===== config.mk =====
export PLATFORM = sky130hd
export DESIGN_NAME = mp2a_ctrl
export DESIGN_NICKNAME = d
export VERILOG_FILES = /design/src/design/mp2a_pkg.sv /design/src/design/mp2a_ctrl.sv
export SDC_FILE = /design/constraint.sdc
export NUM_CORES = 1
export LEC_CHECK = 0
export ABC_AREA = 1
export BUFFER_PORTS_ARGS = -buffer_cell sky130_fd_sc_hd__buf_2
export CAP_MARGIN = 30
export CORE_AREA = 5 5 42 44
export DETAILED_ROUTE_END_ITERATION = 10
export DIE_AREA = 0 0 47 49
export SETUP_SLACK_MARGIN = 0.4
export SYNTH_ARGS = -nofsm -noshare
export SYNTH_HDL_FRONTEND = slang
export SYNTH_SLANG_ARGS = --single-unit

===== constraint.sdc =====
create_clock -name aclk -period 1.15 [get_ports aclk]
set_clock_uncertainty 0.15 [all_clocks]
set_input_delay 0.0575 -clock aclk [delete_from_list [all_inputs] [get_ports aclk]]
set_output_delay 0.0575 -clock aclk [all_outputs]
set_load 0.01 [all_outputs]

===== src/design/mp2a_pkg.sv =====
// ----------------------------------------------------------------------------
// Max pooling with argmax: shared package
// Types, register indexes and fixed field widths used by the core, controller and datapath files.
// ----------------------------------------------------------------------------
package mp2a_pkg;

    // Configuration port geometry.
    localparam int CFG_INDEX_W = 2;
    localparam int CFG_DATA_W  = 11;

    // Register indexes on the configuration port.
    localparam logic [CFG_INDEX_W-1:0] REG_WIN_SIDE     = 2'd0;
    localparam logic [CFG_INDEX_W-1:0] REG_STRIDE       = 2'd1;
    localparam logic [CFG_INDEX_W-1:0] REG_PLANE_WIDTH  = 2'd2;
    localparam logic [CFG_INDEX_W-1:0] REG_PLANE_HEIGHT = 2'd3;

    // Register widths.
    localparam int KSZ_BITS    = 3;
    localparam int STRIDE_BITS = 4;
    localparam int DIM_BITS    = 11;

    // Width of a kernel count (the kernel never exceeds eight).
    localparam int KCNT_W = 4;

    // Result field widths.
    localparam int POS_BITS = 20;
    localparam int IDX_BITS = 10;

    // Controller states.
    typedef enum logic [2:0] {
        ST_IDLE,
        ST_SCAN,
        ST_DRAIN,
        ST_MULT,
        ST_EMIT
    } mp2a_state_t;

    // Commands from the controller to the datapath.
    typedef struct packed {
        logic accept;   // take the offered sample and write it to the line store
        logic rd;       // read the next window column from all row banks
        logic mul;      // form row times plane width for the winning sample
        logic load;     // load the result into the output register
    } mp2a_cmd_t;

    // Status from the datapath to the controller.
    typedef struct packed {
        logic hit;      // the offered sample closes a window
        logic last_rd;  // the current column read is the last of the window
        logic out_free; // the output register can take a new result
    } mp2a_stat_t;

endpackage


===== src/design/mp2a_ctrl.sv =====
// ----------------------------------------------------------------------------
// Max pooling with argmax: controller
// Sequences sample acceptance, the column scan of a window, the position
// multiply and the load of the output register.
// ----------------------------------------------------------------------------
module mp2a_ctrl
    import mp2a_pkg::*;
(
    input  logic       aclk,
    input  logic       aresetn,
    input  logic       s_valid,
    output logic       s_ready,
    input  mp2a_stat_t stat,
    output mp2a_cmd_t  cmd
);

    mp2a_state_t state_reg;
    mp2a_state_t state_next;

    // State register.
    always_ff @(posedge aclk) begin
        if (!aresetn) begin
            state_reg <= ST_IDLE;
        end else begin
            state_reg <= state_next;
        end
    end

    // Next state and commands.
    always_comb begin
        state_next = state_reg;
        cmd        = '0;
        s_ready    = 1'b0;
        unique case (state_reg)
            ST_IDLE: begin
                s_ready    = 1'b1;
                cmd.accept = s_valid;
                if (s_valid && stat.hit) begin
                    state_next = ST_SCAN;
                end
            end
            ST_SCAN: begin
                cmd.rd = 1'b1;
                if (stat.last_rd) begin
                    state_next = ST_DRAIN;
                end
            end
            ST_DRAIN: begin
                // The last column is compared in this cycle.
                state_next = ST_MULT;
            end
            ST_MULT: begin
                cmd.mul    = 1'b1;
                state_next = ST_EMIT;
            end
            ST_EMIT: begin
                if (stat.out_free) begin
                    cmd.load   = 1'b1;
                    state_next = ST_IDLE;
                end
            end
            default: begin
                state_next = ST_IDLE;
            end
        endcase
    end

endmodule


==> out/qor.yml <==
route.detailed.wl_per_inst_microns: 9.908
area_growth_pct: 96.89
worstMarginPinSlew_ns: 0.1685
final_layout_size_suffix_gt1_share_pct: 75.51
hold_slack_ns: -0.07255
die_h_microns: 49
finalMaxSlewViolations: 0
nets: 56
grt_pass1_vias: 235
vias_per_cell: 3.938
critPathMaxStageDelay_ns: 0.36
dr.pass1.iters: 2
postSynthAreaPerCell_sq_um: 6.498
syn-cell-area_sq_um: 201.4
start_kind: "register"
hold_viol_final: 3
worstHoldStart: "aresetn"
power_frac_comb_pct: 31.1
holdPathEnd: "state_reg[1]"
powerDensity_mw_per_mm2: 1153
crit_required_ns: 0.94
worstPathCellList: "nor2_4 -> and3_4 -> buf_6"
power.internal_uw: 315.4
cts_max_level: 1
clock_sinks: 3
max_slew_margin_pct: 88.67
hp-class: "primary input to register"
netSwitchingFraction_pct: 31.05
drt_iter0_drc: 3
pin_count: 11
grt_pass1_wl_microns: 986
clk_pin_slew_worst_paths_ns: 0.04
rsz0062_at_grt: "yes"
peakVddDrop_mv: 0.2792
synth_top_area_share_pct: 29.81
die_w_microns: 47
crit_fanout: 4
yosys_warnings: 0
status: "finished, violations left"
regArea_sq_um: 68.82
cts_tree: "yes"
p_leak_uw: 0.0001968
synthFlopType: "dfxtp_1"
r2r_end: "state_reg[1]"
clockPowerShare_pct: 42.6
synth_top_cell_by_area: "dfxtp_1"
fmax_mhz: 803.5
ant_nets: 0
ys_top_cells_by_count: "inv_1 (7), nand3_1 (5), nor2_1 (5)"
clk_latency_ns: 0.24
r2r_setup_slack_ns: -0.01
initial_utilization_pct: 14.37
clockBufferDepth: 2
multi_input_area_sq_um: 145.1
core_sq_mm: 0.001401
maxCapViolCount: 0
numCtsBuffers: 3
portBuffers: 10
p_seq_share_pct: 26.3
grt_use_total_pct: 6.620
drc: 0
syn-num-nets: 37
overflow: 0
synthCells: 31
synth_cell_types: 14
finalSetupViolCount: 6
period_needed_ns: 1.244
synthTopCellsByArea: "dfxtp_1 (30%), inv_1 (13%), nand3_1 (12%), nor2_1 (9.3%), nor2_4 (5.6%)"
ys_seq_elements: 3
synth_edf_count: 0
placed_area_sq_um: 296.5
violations: "negative hold slack, negative setup slack"
r2r-start: "state_reg[2]"
die-area_sq_mm: 0.002303
reg2reg_depth: 6
cts_root_buf: "clkbuf_4"
worstSetupPathType: "register to output port"
num_antenna_cells: 0
antenna_found_initial: 0
gp_congestion: 0.6583
dpl.hpwl_microns: 429.8
end_kind: "output port"
design_area_sq_um: 396.6
rows: 14
ys_seq_area_share_pct: 29.81
async_reset_ff_share_pct: 0
finalCritPeriodShare_pct: 108.2
cpMaxStageDelayCell: "dfxtp_4"
fillers: 165
fin_ws_ns: -0.09449
synth.most_common_cell: "inv_1"
grt_max_degree: 6
vias: 256
cp_data_arrival_time_ns: 1.04
p_sw_uw: 142.0
wirelength_microns: 644
holdPathStages: 3
largest_register_ffs: 3
fin_setup_tns_ns: -0.3195
## how the worst max path moves through the flow
stage                        end  slack (ns)         start
floorplan           state_reg[1]        0.18  state_reg[2]
global placement    state_reg[1]         0.1  state_reg[2]
detailed placement  state_reg[1]        0.09  state_reg[2]
CTS                       cmd[3]       -0.11  state_reg[0]
global route              cmd[3]       -0.14  state_reg[2]
finish                    cmd[3]       -0.09  state_reg[2]
## metrics by stage
stage,std cells,setup WS [ns],power (uW),utilization [%]
2_1_floorplan,31,0.1787,190.3,-
3_3_place_gp,57,0.09761,220.5,21.16
3_5_place_dp,57,0.08804,221.6,21.16
4_1_cts,64,-0.1146,460.7,27.77
5_1_grt,65,-0.1391,489.6,28.30
6_report,65,-0.09449,457.4,28.30
## repair_timing
| action | 4_1_cts | 5_1_grt |
|---|---|---|
| endpoints found under the setup margin | 8 | 8 |
| pin swaps | 6 | 3 |
| gates resized for setup | 11 | 0 |
| buffers inserted | 3 | 1 |
| endpoints found under the hold margin | 3 | 3 |
## layer usage
| layer | global-route usage, % | part of all wire, % | wire, microns |
|---|---|---|---|
| met5 | 0 | 0 | 0 |
| met4 | 8.295 | 3.4 | 22 |
| met3 | 2.214 | 3.9 | 25 |
| met2 | 9.276 | 51 | 328 |
| met1 | 6.374 | 41 | 267 |
## layout make-up
class	instances	area share, %
Clock buffer	4	6.625
Inverter	8	7.571
Multi-Input combinational cell	20	36.59
Sequential cell	3	17.35
Tap cell	16	5.047
Timing Repair Buffer	14	26.81
## layout by cell type (no fill, tap or decap), drive strengths merged
cell	instances
buf	14
inv	8
nor2	7
nand3	6
clkbuf	4
nand2	3
dfxtp	3
nor4	1
and3	1
o21ai	1
a21boi	1
## power groups by stage
| stage | sequential, uW | combinational, uW | clock, uW |
|---|---|---|---|
| after floorplan | 122 | 67.8 | 0 |
| after global placement | 124 | 96.8 | 0 |
| after detailed placement | 124 | 97.6 | 0 |
| after CTS | 120 | 137 | 203 |
| after global routing | 121 | 154 | 214 |
| final | 120 | 142 | 195 |
## kinds of logic after synthesis
kind of cell           after synthesis  synth area share, %
AOI/OAI and AO/OA                    2                6.210
buffers and inverters                8                14.91
DFF                                  3                29.81
and+or+nand+nor                     18                49.08
## worst max-delay path: cells and delay by family, from the launching register on
family                 cells  cell delay (ns)
buffers and inverters      1             0.09
DFF                        1             0.36
and+or+nand+nor            2             0.34
No activity file was read; power rests on OpenSTA's default activity.
